### config.mk
export PLATFORM = sky130hd
export DESIGN_NAME = station_poll_sequencer_top
export DESIGN_NICKNAME = d
export VERILOG_FILES = /design/src/rtl/sps_pkg.sv /design/src/rtl/sps_step.sv /design/src/rtl/station_poll_sequencer_top.sv
export SDC_FILE = /design/constraint.sdc
export NUM_CORES = 1
export LEC_CHECK = 0
export BUFFER_PORTS_ARGS = -buffer_cell sky130_fd_sc_hd__buf_4
export CAP_MARGIN = 10
export CORE_ASPECT_RATIO = 0.8
export CORE_MARGIN = 5
export CORE_UTILIZATION = 49
export DETAILED_ROUTE_END_ITERATION = 6
export PLACE_DENSITY_LB_ADDON = 0.08
export REMOVE_ABC_BUFFERS = 1
export SETUP_SLACK_MARGIN = 0.3
export SYNTH_ARGS = -nofsm -noshare
export SYNTH_HDL_FRONTEND = slang
export SYNTH_SLANG_ARGS = --single-unit
### constraint.sdc
create_clock -name clk -period 7.5 [get_ports clk]
set_clock_uncertainty 0.05 [all_clocks]
set_input_delay 0.75 -clock clk [delete_from_list [all_inputs] [get_ports clk]]
set_output_delay 0.75 -clock clk [all_outputs]
set_load 0.01 [all_outputs]
### src/rtl/sps_pkg.sv
// types, codes and reset values shared by the station poll sequencer
package sps_pkg;

    localparam int unsigned CFG_DATA_W = 8;
    localparam int unsigned CFG_IDX_W  = 3;

    // configuration register indexes
    localparam logic [CFG_IDX_W-1:0] CFG_MAX_TIMEOUTS = 3'd0;
    localparam logic [CFG_IDX_W-1:0] CFG_MAX_ERRORS   = 3'd1;
    localparam logic [CFG_IDX_W-1:0] CFG_ACK_CODE     = 3'd2;
    localparam logic [CFG_IDX_W-1:0] CFG_REQ_TIMEOUT  = 3'd3;
    localparam logic [CFG_IDX_W-1:0] CFG_ECHO_TIMEOUT = 3'd4;

    // configuration reset values
    localparam logic [2:0] RST_MAX_TIMEOUTS = 3'd5;
    localparam logic [2:0] RST_MAX_ERRORS   = 3'd5;
    localparam logic [7:0] RST_ACK_CODE     = 8'h06;
    localparam logic [5:0] RST_REQ_TIMEOUT  = 6'd6;
    localparam logic [5:0] RST_ECHO_TIMEOUT = 6'd2;

    // event codes
    localparam logic [2:0] EV_START   = 3'd0;
    localparam logic [2:0] EV_DONE    = 3'd1;
    localparam logic [2:0] EV_TIMEOUT = 3'd2;
    localparam logic [2:0] EV_CANCEL  = 3'd3;
    localparam logic [2:0] EV_LINKERR = 3'd4;
    localparam logic [2:0] EV_STOP    = 3'd5;

    // action codes
    localparam logic [3:0] A_NONE      = 4'd0;
    localparam logic [3:0] A_SEND_WAKE = 4'd1;
    localparam logic [3:0] A_READ_ECHO = 4'd2;
    localparam logic [3:0] A_SEND_ID   = 4'd3;
    localparam logic [3:0] A_READ_ACK  = 4'd4;
    localparam logic [3:0] A_READ_ID   = 4'd5;
    localparam logic [3:0] A_WAIT_TICK = 4'd6;
    localparam logic [3:0] A_SEND_MEAS = 4'd7;
    localparam logic [3:0] A_READ_MEAS = 4'd8;
    localparam logic [3:0] A_CLOSE     = 4'd9;

    // fault codes
    localparam logic [2:0] F_NONE     = 3'd0;
    localparam logic [2:0] F_TIMEOUTS = 3'd1;
    localparam logic [2:0] F_LINK     = 3'd2;
    localparam logic [2:0] F_ACK      = 3'd3;
    localparam logic [2:0] F_CRC      = 3'd4;
    localparam logic [2:0] F_UNKNOWN  = 3'd5;
    localparam logic [2:0] F_STORE    = 3'd6;

    // line garbage seen in place of an ack
    localparam logic [7:0] ACK_LF = 8'h0A;
    localparam logic [7:0] ACK_CR = 8'h0D;

    localparam logic [2:0] COUNT_MAX = 3'd7;

    typedef enum logic [12:0] {
        ST_STARTING = 13'b0000000000001,
        ST_WAKE_ST  = 13'b0000000000010,
        ST_ECHO_ST  = 13'b0000000000100,
        ST_REQ_ST   = 13'b0000000001000,
        ST_ACK_ST   = 13'b0000000010000,
        ST_DATA_ST  = 13'b0000000100000,
        ST_TICK     = 13'b0000001000000,
        ST_WAKE_MS  = 13'b0000010000000,
        ST_ECHO_MS  = 13'b0000100000000,
        ST_REQ_MS   = 13'b0001000000000,
        ST_ACK_MS   = 13'b0010000000000,
        ST_DATA_MS  = 13'b0100000000000,
        ST_STOPPED  = 13'b1000000000000
    } sps_state_t;

    typedef struct packed {
        logic [2:0] max_timeouts;
        logic [2:0] max_errors;
        logic [7:0] ack_code;
        logic [5:0] request_timeout_s;
        logic [5:0] echo_timeout_s;
    } sps_cfg_t;

    // tdata part of an event beat, ack_byte lowest
    typedef struct packed {
        logic       store_ok;
        logic       station_found;
        logic       data_valid;
        logic [7:0] ack_byte;
    } sps_evt_t;

    // result beat, action lowest
    typedef struct packed {
        logic [2:0] fault;
        logic [3:0] state_now;
        logic       flush_link;
        logic [5:0] timeout_secs;
        logic [3:0] action;
    } sps_res_t;

    typedef struct packed {
        sps_state_t state;
        logic [2:0] timeout_count;
        logic [2:0] error_count;
    } sps_ctx_t;

endpackage

### src/rtl/sps_step.sv
// next-state and result logic for one event of the poll sequencer
module sps_step
(
    input  sps_pkg::sps_cfg_t cfg,
    input  sps_pkg::sps_ctx_t ctx,
    input  logic [2:0]        mode,
    input  sps_pkg::sps_evt_t evt,
    output sps_pkg::sps_ctx_t ctx_next,
    output sps_pkg::sps_res_t res
);

    sps_pkg::sps_state_t rs_state;
    logic [3:0]          rs_action;
    logic [2:0]          tc_inc;
    logic [2:0]          ec_inc;
    logic [3:0]          action;
    logic [5:0]          tmo;
    logic                flush;
    logic [2:0]          fault;
    logic [3:0]          code;

    // restart point of the current sequence
    always_comb
    begin
        case (ctx.state)
            sps_pkg::ST_WAKE_ST, sps_pkg::ST_ECHO_ST:
            begin
                rs_state  = sps_pkg::ST_WAKE_ST;
                rs_action = sps_pkg::A_SEND_WAKE;
            end
            sps_pkg::ST_REQ_ST, sps_pkg::ST_ACK_ST, sps_pkg::ST_DATA_ST:
            begin
                rs_state  = sps_pkg::ST_REQ_ST;
                rs_action = sps_pkg::A_SEND_ID;
            end
            sps_pkg::ST_WAKE_MS, sps_pkg::ST_ECHO_MS:
            begin
                rs_state  = sps_pkg::ST_WAKE_MS;
                rs_action = sps_pkg::A_SEND_WAKE;
            end
            default:
            begin
                rs_state  = sps_pkg::ST_REQ_MS;
                rs_action = sps_pkg::A_SEND_MEAS;
            end
        endcase
    end

    assign tc_inc = (ctx.timeout_count == sps_pkg::COUNT_MAX) ?
                    sps_pkg::COUNT_MAX : ctx.timeout_count + 3'd1;
    assign ec_inc = (ctx.error_count == sps_pkg::COUNT_MAX) ?
                    sps_pkg::COUNT_MAX : ctx.error_count + 3'd1;

    always_comb
    begin
        ctx_next = ctx;
        action   = sps_pkg::A_NONE;
        tmo      = 6'd0;
        flush    = 1'b0;
        fault    = sps_pkg::F_NONE;

        if (mode == sps_pkg::EV_STOP)
        begin
            ctx_next.state = sps_pkg::ST_STOPPED;
            action         = sps_pkg::A_CLOSE;
        end
        else if (mode > sps_pkg::EV_STOP)
        begin
            action = sps_pkg::A_NONE;
        end
        else if (mode == sps_pkg::EV_START || ctx.state == sps_pkg::ST_STARTING)
        begin
            ctx_next.timeout_count = 3'd0;
            ctx_next.error_count   = 3'd0;
            ctx_next.state         = sps_pkg::ST_WAKE_ST;
            action                 = sps_pkg::A_SEND_WAKE;
            tmo                    = cfg.request_timeout_s;
        end
        else if (ctx.state == sps_pkg::ST_STOPPED)
        begin
            action = sps_pkg::A_NONE;
        end
        else if (ctx.state == sps_pkg::ST_TICK)
        begin
            flush = 1'b1;
            if (mode == sps_pkg::EV_TIMEOUT)
            begin
                ctx_next.state = sps_pkg::ST_WAKE_MS;
                action         = sps_pkg::A_SEND_WAKE;
                tmo            = cfg.request_timeout_s;
            end
            else
            begin
                ctx_next.timeout_count = 3'd0;
                ctx_next.error_count   = 3'd0;
                action                 = sps_pkg::A_WAIT_TICK;
            end
        end
        else if (mode == sps_pkg::EV_TIMEOUT)
        begin
            ctx_next.timeout_count = tc_inc;
            if (tc_inc < cfg.max_timeouts)
            begin
                ctx_next.state = rs_state;
                action         = rs_action;
                tmo            = cfg.request_timeout_s;
                flush          = 1'b1;
            end
            else
            begin
                ctx_next.state = sps_pkg::ST_STOPPED;
                action         = sps_pkg::A_CLOSE;
                fault          = sps_pkg::F_TIMEOUTS;
            end
        end
        else if (mode == sps_pkg::EV_LINKERR)
        begin
            ctx_next.state = sps_pkg::ST_STOPPED;
            action         = sps_pkg::A_CLOSE;
            fault          = sps_pkg::F_LINK;
        end
        else if (mode == sps_pkg::EV_DONE)
        begin
            case (ctx.state)
                sps_pkg::ST_WAKE_ST:
                begin
                    ctx_next.state = sps_pkg::ST_ECHO_ST;
                    action         = sps_pkg::A_READ_ECHO;
                    tmo            = cfg.echo_timeout_s;
                end
                sps_pkg::ST_WAKE_MS:
                begin
                    ctx_next.state = sps_pkg::ST_ECHO_MS;
                    action         = sps_pkg::A_READ_ECHO;
                    tmo            = cfg.echo_timeout_s;
                end
                sps_pkg::ST_ECHO_ST:
                begin
                    ctx_next.state = sps_pkg::ST_REQ_ST;
                    action         = sps_pkg::A_SEND_ID;
                    tmo            = cfg.request_timeout_s;
                    flush          = 1'b1;
                end
                sps_pkg::ST_ECHO_MS:
                begin
                    ctx_next.state = sps_pkg::ST_REQ_MS;
                    action         = sps_pkg::A_SEND_MEAS;
                    tmo            = cfg.request_timeout_s;
                    flush          = 1'b1;
                end
                sps_pkg::ST_REQ_ST, sps_pkg::ST_REQ_MS:
                begin
                    ctx_next.state = (ctx.state == sps_pkg::ST_REQ_ST) ?
                                     sps_pkg::ST_ACK_ST : sps_pkg::ST_ACK_MS;
                    action         = sps_pkg::A_READ_ACK;
                    tmo            = cfg.request_timeout_s;
                end
                sps_pkg::ST_ACK_ST, sps_pkg::ST_ACK_MS:
                begin
                    tmo = cfg.request_timeout_s;
                    if (evt.ack_byte == sps_pkg::ACK_LF || evt.ack_byte == sps_pkg::ACK_CR)
                    begin
                        action = sps_pkg::A_READ_ACK;
                    end
                    else if (evt.ack_byte != cfg.ack_code)
                    begin
                        ctx_next.error_count = ec_inc;
                        if (ec_inc < cfg.max_errors)
                        begin
                            ctx_next.state = rs_state;
                            action         = rs_action;
                            flush          = 1'b1;
                        end
                        else
                        begin
                            ctx_next.state = sps_pkg::ST_STOPPED;
                            action         = sps_pkg::A_CLOSE;
                            tmo            = 6'd0;
                            fault          = sps_pkg::F_ACK;
                        end
                    end
                    else if (ctx.state == sps_pkg::ST_ACK_ST)
                    begin
                        ctx_next.state = sps_pkg::ST_DATA_ST;
                        action         = sps_pkg::A_READ_ID;
                    end
                    else
                    begin
                        ctx_next.state = sps_pkg::ST_DATA_MS;
                        action         = sps_pkg::A_READ_MEAS;
                    end
                end
                sps_pkg::ST_DATA_ST, sps_pkg::ST_DATA_MS:
                begin
                    if (!evt.data_valid)
                    begin
                        ctx_next.error_count = ec_inc;
                        if (ec_inc < cfg.max_errors)
                        begin
                            ctx_next.state = rs_state;
                            action         = rs_action;
                            tmo            = cfg.request_timeout_s;
                            flush          = 1'b1;
                        end
                        else
                        begin
                            ctx_next.state = sps_pkg::ST_STOPPED;
                            action         = sps_pkg::A_CLOSE;
                            fault          = sps_pkg::F_CRC;
                        end
                    end
                    else if ((ctx.state == sps_pkg::ST_DATA_ST) ? evt.station_found
                                                                : evt.store_ok)
                    begin
                        ctx_next.timeout_count = 3'd0;
                        ctx_next.error_count   = 3'd0;
                        ctx_next.state         = sps_pkg::ST_TICK;
                        action                 = sps_pkg::A_WAIT_TICK;
                        flush                  = 1'b1;
                    end
                    else
                    begin
                        ctx_next.state = sps_pkg::ST_STOPPED;
                        action         = sps_pkg::A_CLOSE;
                        fault          = (ctx.state == sps_pkg::ST_DATA_ST) ?
                                         sps_pkg::F_UNKNOWN : sps_pkg::F_STORE;
                    end
                end
                default:
                begin
                    action = sps_pkg::A_NONE;
                end
            endcase
        end
    end

    // numeric state code of the state after the event
    always_comb
    begin
        case (ctx_next.state)
            sps_pkg::ST_STARTING: code = 4'd0;
            sps_pkg::ST_WAKE_ST:  code = 4'd1;
            sps_pkg::ST_ECHO_ST:  code = 4'd2;
            sps_pkg::ST_REQ_ST:   code = 4'd3;
            sps_pkg::ST_ACK_ST:   code = 4'd4;
            sps_pkg::ST_DATA_ST:  code = 4'd5;
            sps_pkg::ST_TICK:     code = 4'd6;
            sps_pkg::ST_WAKE_MS:  code = 4'd7;
            sps_pkg::ST_ECHO_MS:  code = 4'd8;
            sps_pkg::ST_REQ_MS:   code = 4'd9;
            sps_pkg::ST_ACK_MS:   code = 4'd10;
            sps_pkg::ST_DATA_MS:  code = 4'd11;
            default:              code = 4'd12;
        endcase
    end

    assign res.action       = action;
    assign res.timeout_secs = tmo;
    assign res.flush_link   = flush;
    assign res.state_now    = code;
    assign res.fault        = fault;

endmodule

### src/rtl/station_poll_sequencer_top.sv
// top level of the station poll sequencer: beat registers, state and configuration
//
// usage
//   events enter on the s_ stream: tuser carries the event kind, tdata the ack
//   byte and the crc, station-found and store-ok flags
//   each event yields exactly one result beat on the m_ stream: next link
//   action, its timeout, flush flag, protocol state after the event, fault code
//   configuration is written through cfg_we / cfg_index / cfg_data; the user must write
//   it only while idle, the block itself does not enforce this
// event flow
//   an event beat waits in an input register; once the result register can advance, one
//   pass of the step logic updates the protocol state and loads the result register;
//   one event per cycle sustained while m_tready stays high, set by the state update loop
// reset
//   rst_n clears both beat registers, puts the sequencer in its starting state
//   with zeroed counters and restores the configuration defaults
// stall
//   while m_tready is low the result holds; one more event may wait in the
//   input register, then s_tready drops until the result is taken
module station_poll_sequencer_top
(
    input  logic        clk,
    input  logic        rst_n,
    input  logic        s_tvalid,
    output logic        s_tready,
    input  logic [15:0] s_tdata,   // ack_byte, data_valid, station_found, store_ok, pad
    input  logic [2:0]  s_tuser,   // mode
    output logic        m_tvalid,
    input  logic        m_tready,
    output logic [23:0] m_tdata,   // action, timeout_secs, flush_link, state_now, fault, pad
    input  logic        cfg_we,
    input  logic [sps_pkg::CFG_IDX_W-1:0]  cfg_index,
    input  logic [sps_pkg::CFG_DATA_W-1:0] cfg_data
);

    sps_pkg::sps_cfg_t cfg_reg;
    sps_pkg::sps_ctx_t ctx_reg;
    sps_pkg::sps_ctx_t ctx_next;
    logic              in_valid_reg;
    logic [2:0]        in_mode_reg;
    sps_pkg::sps_evt_t in_evt_reg;
    logic              out_valid_reg;
    sps_pkg::sps_res_t out_res_reg;
    sps_pkg::sps_res_t res;
    logic              adv;
    logic              s_fire;

    assign adv      = !out_valid_reg || m_tready;
    assign s_tready = !in_valid_reg || adv;
    assign s_fire   = s_tvalid && s_tready;

    always_ff @(posedge clk or negedge rst_n)
    begin
        if (!rst_n)
        begin
            cfg_reg.max_timeouts      <= sps_pkg::RST_MAX_TIMEOUTS;
            cfg_reg.max_errors        <= sps_pkg::RST_MAX_ERRORS;
            cfg_reg.ack_code          <= sps_pkg::RST_ACK_CODE;
            cfg_reg.request_timeout_s <= sps_pkg::RST_REQ_TIMEOUT;
            cfg_reg.echo_timeout_s    <= sps_pkg::RST_ECHO_TIMEOUT;
        end
        else if (cfg_we)
        begin
            case (cfg_index)
                sps_pkg::CFG_MAX_TIMEOUTS: cfg_reg.max_timeouts      <= cfg_data[2:0];
                sps_pkg::CFG_MAX_ERRORS:   cfg_reg.max_errors        <= cfg_data[2:0];
                sps_pkg::CFG_ACK_CODE:     cfg_reg.ack_code          <= cfg_data[7:0];
                sps_pkg::CFG_REQ_TIMEOUT:  cfg_reg.request_timeout_s <= cfg_data[5:0];
                sps_pkg::CFG_ECHO_TIMEOUT: cfg_reg.echo_timeout_s    <= cfg_data[5:0];
                default:                   cfg_reg                   <= cfg_reg;
            endcase
        end
    end

    // input beat register
    always_ff @(posedge clk or negedge rst_n)
    begin
        if (!rst_n)
        begin
            in_valid_reg <= 1'b0;
        end
        else if (s_tready)
        begin
            in_valid_reg <= s_tvalid;
        end
    end

    always_ff @(posedge clk)
    begin
        if (s_fire)
        begin
            in_mode_reg <= s_tuser;
            in_evt_reg  <= s_tdata[10:0];
        end
    end

    sps_step u_step
    (
        .cfg      (cfg_reg),
        .ctx      (ctx_reg),
        .mode     (in_mode_reg),
        .evt      (in_evt_reg),
        .ctx_next (ctx_next),
        .res      (res)
    );

    // protocol state and result register
    always_ff @(posedge clk or negedge rst_n)
    begin
        if (!rst_n)
        begin
            ctx_reg.state         <= sps_pkg::ST_STARTING;
            ctx_reg.timeout_count <= 3'd0;
            ctx_reg.error_count   <= 3'd0;
            out_valid_reg         <= 1'b0;
        end
        else if (adv)
        begin
            out_valid_reg <= in_valid_reg;
            if (in_valid_reg)
            begin
                ctx_reg <= ctx_next;
            end
        end
    end

    always_ff @(posedge clk)
    begin
        if (adv && in_valid_reg)
        begin
            out_res_reg <= res;
        end
    end

    assign m_tvalid = out_valid_reg;
    assign m_tdata  = {6'd0, out_res_reg};

    a_stop_closes: assert property (@(posedge clk) disable iff (!rst_n)
        adv && in_valid_reg && in_mode_reg == sps_pkg::EV_STOP
        |=> out_res_reg.action == sps_pkg::A_CLOSE && ctx_reg.state == sps_pkg::ST_STOPPED)
        else $error("stop event did not close the session");

    a_tick_clear: assert property (@(posedge clk) disable iff (!rst_n)
        ctx_reg.state == sps_pkg::ST_TICK
        |-> ctx_reg.timeout_count == 3'd0 && ctx_reg.error_count == 3'd0)
        else $error("counters not clear while waiting for tick");

    a_close_stops: assert property (@(posedge clk) disable iff (!rst_n)
        adv && in_valid_reg && res.action == sps_pkg::A_CLOSE
        |=> ctx_reg.state == sps_pkg::ST_STOPPED && m_tvalid)
        else $error("close action without stopped state");

endmodule

### Word level (Yosys, flattened, before mapping)

Index checks and enable logic that the tools add are counted.
Widths: inputs -> output; s select.

| storage, ports and cells | value |
|---|---|
| register bits | 79 |
| bits of input ports | 35 |
| output and inout port bits | 26 |
| word-level logic and storage cells | 199 |

| cells by class | value |
|---|---|
| $add $sub $neg | 2 |
| order comparisons | 3 |
| eq/ne operators | 46 |
| multiplexer cells | 88 |
| bitwise operators | 2 |
| reductions and logical operators | 37 |

Operators by type and width:

| operator | count |
|---|---|
| $mux 13 | 9 |
| $mux 6 | 17 |
| $mux 19 | 5 |
| $pmux 13 s7 | 1 |
| $mux 4 | 14 |
| $mux 3 | 17 |
| $pmux 4 s12 | 1 |
| $pmux 10 s3 | 1 |
| $eq 13x1->1 const B | 2 |
| $eq 13x10->1 const B | 2 |
| $eq 13x11->1 const B | 2 |
| $eq 13x12->1 const B | 2 |
| $eq 13x2->1 const B | 2 |
| $eq 13x3->1 const B | 2 |
| $eq 13x4->1 const B | 2 |
| $eq 13x5->1 const B | 2 |
| $eq 13x6->1 const B | 2 |
| $eq 13x7->1 const B | 2 |
| $eq 13x8->1 const B | 2 |
| $eq 13x9->1 const B | 2 |
| $pmux 4 s6 | 1 |
| $pmux 6 s4 | 1 |
| $pmux 3 s2 | 3 |
| $eq 8x4->1 const B | 2 |
| 35 further kinds | 82 |

### Longest topological paths before layout

| logic depth | value |
|---|---|
| word-level depth | 17 |
| depth in mapped cells | 14 |
| mapped depth without buffers | 14 |

### Cells and area by module

A second synthesis with hierarchy kept.

| second synthesis, totals | value |
|---|---|
| cell total of the unflattened synthesis | 578 |
| area total of the unflattened synthesis | 5581.6 µm² |

Modules (own cells, without submodules):

| module | times used | cells an instance | area an instance (µm²) | sequential area each (µm²) |
|---|---|---|---|---|
| station_poll_sequencer_top | 1 | 147 | 2892.8 | 2149.6 |
| sps_step | 1 | 431 | 2688.8 | 0.0 |

### Least setup slack after synthesis

Ideal clock, no wire load.

| timing path | value |
|---|---|
| path type | reg-to-reg |
| start point | register ctx_reg[15] (netlist bit) |
| end point | register out_res_reg (netlist bit m_tdata[13]), data pin |
| data arrival time | 2.971 ns |
| required time | 7.184 ns |
| path slack | 4.213 ns |
| stages on the path, launching flop included | 13 |
| cell sequence | dfrtp_1 buf_6 or4_4 buf_6 nor4_4 nor4_2 and3_4 a311o_1 and2_4 a311oi_4 nand4_1 nor3_1 a211oi_1 |

RTL lines:

| what | line | text |
|---|---|---|
| start, declared | station_poll_sequencer_top.sv:37 | `sps_pkg::sps_ctx_t ctx_reg;` |
| start signal, assigned | station_poll_sequencer_top.sv:122 | `ctx_reg <= ctx_next;` |
| end signal, assigned | station_poll_sequencer_top.sv:131 | `out_res_reg <= res;` |
| end, declared | station_poll_sequencer_top.sv:43 | `sps_pkg::sps_res_t out_res_reg;` |

==> report_table.html <==
<table>
<tr><th>Metric</th><th>Value</th></tr>
<tr><th colspan="2">Logic synthesis</th></tr>
<tr><td>Cell area after technology mapping</td><td>~5300 um2</td></tr>
<tr><td>Async set-reset flop share out of synthesis</td><td>59.5%</td></tr>
<tr><td>Dominant cells by area after synthesis</td><td>sky130_fd_sc_hd__edfxtp_1, sky130_fd_sc_hd__dfrtp_1, sky130_fd_sc_hd__mux2_2</td></tr>
<tr><td>Synthesized instance count</td><td>about 570</td></tr>
<tr><td>Syn_area_per_cell</td><td>9.33 um2</td></tr>
<tr><td>Sequential share of the synthesized area</td><td>roughly two fifths</td></tr>
<tr><td>Top-area cell type share of the netlist area</td><td>between 15 and 20%</td></tr>
<tr><td>Most area-hungry cell type in the Yosys netlist</td><td>sky130_fd_sc_hd__edfxtp_1</td></tr>
<tr><td>Number of enable-type register cells in the synthesized netlist</td><td>32</td></tr>
<tr><td>Number of storage elements in the synthesis netlist</td><td>approximately 80</td></tr>
<tr><td>Unique masters post-synth</td><td>between 70 and 80</td></tr>
<tr><td>Number of warnings reported in the yosys synthesis log</td><td>0</td></tr>
<tr><td>Top FF cell, synth</td><td>sky130_fd_sc_hd__dfrtp_1</td></tr>
<tr><th colspan="2">Status</th></tr>
<tr><td>Outcome</td><td>complete, no violations</td></tr>
<tr><th colspan="2">Placed design</th></tr>
<tr><td>Estimated wirelength of the detail-placed design</td><td>around 11000 um</td></tr>
<tr><td>Number of buffer cells added on primary ports</td><td>between 40 and 50</td></tr>
<tr><td>Gp weighted congestion</td><td>0.968</td></tr>
<tr><th colspan="2">Clock tree</th></tr>
<tr><td>Clk_lat worst skew</td><td>0.34 ns</td></tr>
<tr><td>Clock buffer depth</td><td>2</td></tr>
<tr><td>Root cell of the clock tree</td><td>sky130_fd_sc_hd__clkbuf_16</td></tr>
<tr><td>Clock tree from TritonCTS</td><td>done</td></tr>
<tr><td>Clock transition at the registers of the reported paths</td><td>0.07 ns</td></tr>
<tr><td>Post-CTS Setup Bufs</td><td>0</td></tr>
<tr><td>H-tree depth</td><td>3</td></tr>
<tr><td>Number of clock buffers inserted by TritonCTS</td><td>9</td></tr>
<tr><td>Count of clock tree sinks</td><td>79</td></tr>
<tr><td>CTS-repair resized insts</td><td>0</td></tr>
<tr><td>Hold bufs inserted after CTS</td><td>0</td></tr>
<tr><th colspan="2">Layout</th></tr>
<tr><td>Nets</td><td>between 600 and 700</td></tr>
<tr><td>Ant diodes</td><td>0</td></tr>
<tr><td>Area grow syn2layout</td><td>13.3%</td></tr>
<tr><td>Max reg flops</td><td>26</td></tr>
<tr><td>Register area</td><td>roughly 2100 um2</td></tr>
<tr><td>Number of filler cells placed in the layout</td><td>927</td></tr>
<tr><td>Area of combinational cells with multiple inputs</td><td>a little under 3000 um2</td></tr>
<tr><td>Most common library cell in the layout ignoring fill and taps</td><td>sky130_fd_sc_hd__nand2_1</td></tr>
<tr><td>Commonest cells after routing, fill and taps aside</td><td>sky130_fd_sc_hd__nand2_1, sky130_fd_sc_hd__buf_4, sky130_fd_sc_hd__nor2_1</td></tr>
<tr><td>Layout Utilization</td><td>between 50% and 60%</td></tr>
<tr><td>Share of layout cells above drive strength 1</td><td>a little over a fifth</td></tr>
<tr><th colspan="2">Detailed routing</th></tr>
<tr><td>Remaining number of nets flagged by the antenna check after routing</td><td>0</td></tr>
<tr><td>Detailed-route wire length</td><td>approximately 15000 um</td></tr>
<tr><td>Ratio of routed vias to standard cells</td><td>about 6.2</td></tr>
<tr><td>Detailed-route wire length per cell</td><td>roughly 20 um</td></tr>
<tr><td>DR iter-0 viols</td><td>roughly 450</td></tr>
<tr><td>Detailed-router iteration count before antenna repair</td><td>5</td></tr>
<tr><td>DRC violation count after routing</td><td>0</td></tr>
<tr><td>Overall via count from detail_route</td><td>4627</td></tr>
<tr><th colspan="2">Global route</th></tr>
<tr><td>Overall overflow remaining after global route</td><td>0</td></tr>
<tr><td>Total global routing track utilization</td><td>23.6%</td></tr>
<tr><td>Number of antenna violations at the first check in global routing</td><td>0</td></tr>
<tr><td>Largest net degree at the start of global routing</td><td>48</td></tr>
<tr><td>First-pass GRT wire length</td><td>24000 um</td></tr>
<tr><td>Number of global-route vias before repair</td><td>4341</td></tr>
<tr><th colspan="2">STA</th></tr>
<tr><td>Final clock period utilization by the worst path</td><td>about 58%</td></tr>
<tr><td>Min Clock Period, post-route</td><td>4.34 ns</td></tr>
<tr><td>Sum of negative setup slack</td><td>0 ns</td></tr>
<tr><td>RSZ-0062 raised after global routing</td><td>false</td></tr>
<tr><td>Final Max Tran Viols</td><td>0</td></tr>
<tr><td>Final number of hold-violating endpoints</td><td>0</td></tr>
<tr><td>Peak Freq</td><td>0.230 GHz</td></tr>
<tr><td>Worst Tran Pin Value</td><td>approximately 1 ns</td></tr>
<tr><td>Worst slew margin</td><td>34.4%</td></tr>
<tr><td>Number of setup violations in the final report</td><td>0</td></tr>
<tr><th colspan="2">Critical path</th></tr>
<tr><td>Crit path max fanout</td><td>13</td></tr>
<tr><td>Category of the critical setup timing path</td><td>flip-flop to flip-flop</td></tr>
<tr><td>Arrival time at the worst endpoint</td><td>about 4.4 ns</td></tr>
<tr><td>Critical path launch point type</td><td>flip-flop</td></tr>
<tr><td>WP data required</td><td>about 7.5 ns</td></tr>
<tr><td>Worst Setup End Kind</td><td>flip-flop</td></tr>
<tr><th colspan="2">Min path</th></tr>
<tr><td>Hold Path Class</td><td>input pin to async pin</td></tr>
<tr><th colspan="2">Die</th></tr>
<tr><td>Cell Rows</td><td>33</td></tr>
<tr><td>I/O pins</td><td>61</td></tr>
<tr><td>Core box area</td><td>10400 um2</td></tr>
<tr><td>Initial Utilization</td><td>slightly above 50%</td></tr>
<tr><td>Vertical die dimension</td><td>just over 100 um</td></tr>
<tr><td>Area of the die</td><td>approximately 13000 um2</td></tr>
<tr><td>DIE WIDTH</td><td>roughly 130 um</td></tr>
<tr><th colspan="2">Flow run</th></tr>
<tr><td>Count of max-cap constraint violations</td><td>0</td></tr>
<tr><th colspan="2">Power</th></tr>
<tr><td>Max VDD drop</td><td>0.000128 V</td></tr>
<tr><td>P per Cell Area</td><td>roughly 250 nW/um2</td></tr>
<tr><td>Leak pwr</td><td>roughly 2.4 nW</td></tr>
</table>
==> report_power, final <==
group          total, mW  switching [mW]  internal [mW]
Sequential         0.583          0.0606          0.523
Clock              0.473           0.180          0.292
Combinational      0.457           0.273          0.184
Total               1.51           0.514          0.999
==> area by class of cell <==
class / instances / area share [%]
clock buffer: 11 / 3.89
clock inverter: 5 / 1.38
inverter: 15 / 0.941
multi-input combinational: 441 / 48.4
sequential: 79 / 35.9
tap: 140 / 2.93
timing repair buffer: 52 / 6.52
==> metrics by stage <==
step	std cells	instance area (um2)	power, mW	setup WS, ns	hold slack [ns]
6_report	743	5990	1.51	3.16	0.379
5_1_grt	743	5990	1.59	2.81	0.427
4_1_cts	743	5990	1.51	3.27	0.400
3_5_place_dp	727	5670	1.04	3.31	0.429
3_3_place_gp	727	5670	1.03	3.28	0.422
2_1_floorplan	535	5100	0.893	4.13	0.403
==> kinds of logic (layout without fill, tap and decap cells) <==
logic type | after synthesis | in the layout | synth area share [%]
AND/OR/NAND/NOR | 235 | 235 | 25.6
AO/OA/AOI/OAI | 149 | 149 | 18.6
flip-flops | 79 | 79 | 40.7
buffers and inverters | 51 | 83 | 4.76
multiplexers | 31 | 31 | 6.52
XOR/XNOR | 14 | 14 | 2.32
adder cells (fa/ha/maj) | 6 | 6 | 1.42
other | 1 | 6 | 0.0710
==> synthesized netlist by cell type (5+ instances only) <==
master / number
sky130_fd_sc_hd__nor3_1: 18
sky130_fd_sc_hd__o21ai_0: 40
sky130_fd_sc_hd__mux2_2: 27
sky130_fd_sc_hd__dfrtp_1: 37
sky130_fd_sc_hd__nor3b_1: 7
sky130_fd_sc_hd__and2_1: 9
sky130_fd_sc_hd__a21o_1: 6
sky130_fd_sc_hd__nand2b_1: 11
sky130_fd_sc_hd__dfstp_2: 10
sky130_fd_sc_hd__ha_1: 6
sky130_fd_sc_hd__inv_1: 15
sky130_fd_sc_hd__nand3_1: 16
sky130_fd_sc_hd__a21oi_1: 30
sky130_fd_sc_hd__edfxtp_1: 32
sky130_fd_sc_hd__buf_2: 6
sky130_fd_sc_hd__o21ai_1: 9
sky130_fd_sc_hd__o21a_1: 7
sky130_fd_sc_hd__clkbuf_1: 19
sky130_fd_sc_hd__buf_4: 6
sky130_fd_sc_hd__or4_1: 5
sky130_fd_sc_hd__xnor2_1: 11
sky130_fd_sc_hd__nor2_1: 44
sky130_fd_sc_hd__a31oi_1: 6
sky130_fd_sc_hd__nand2_1: 60
sky130_fd_sc_hd__nor4b_1: 11
sky130_fd_sc_hd__nor4_1: 5
sky130_fd_sc_hd__o211ai_1: 6
==> worst max-delay path, stage by stage, from the launching register on <==
cell                       delay (ns)
sky130_fd_sc_hd__dfrtp_1         0.60
sky130_fd_sc_hd__or4_1           0.50
sky130_fd_sc_hd__nor3b_1         0.10
sky130_fd_sc_hd__o21ai_1         0.66
sky130_fd_sc_hd__and3_1          0.41
sky130_fd_sc_hd__a31oi_1         0.14
sky130_fd_sc_hd__o311ai_1        0.76
sky130_fd_sc_hd__a21oi_1         0.30
sky130_fd_sc_hd__mux2i_1         0.19
sky130_fd_sc_hd__o22ai_1         0.11
sky130_fd_sc_hd__a32o_1          0.26
==> routing by layer <==
metal	up-vias	global-route usage [%]	share of wire, %
met5	-	0	0
met4	0	6.18	1.8
met3	23	5.90	9.2
met2	243	34.0	42
met1	2209	35.4	48
li1	2152	-	-
==> worst paths after layout <==
kind                             start           to  slack [ns]  depth (start not counted)
max                        ctx_reg[11]  m_tdata[11]        3.16                         10
min                              rst_n  cfg_reg[18]        0.38                          1
max reg2reg                ctx_reg[11]  m_tdata[11]        3.16                         10
min reg2reg                 ctx_reg[1]   ctx_reg[1]        0.44                          2
max in group asynchronous        rst_n   ctx_reg[9]        6.58                          1
min in group clk            ctx_reg[1]   ctx_reg[1]        0.44                          2
Power figures use the tool's default switching activity.
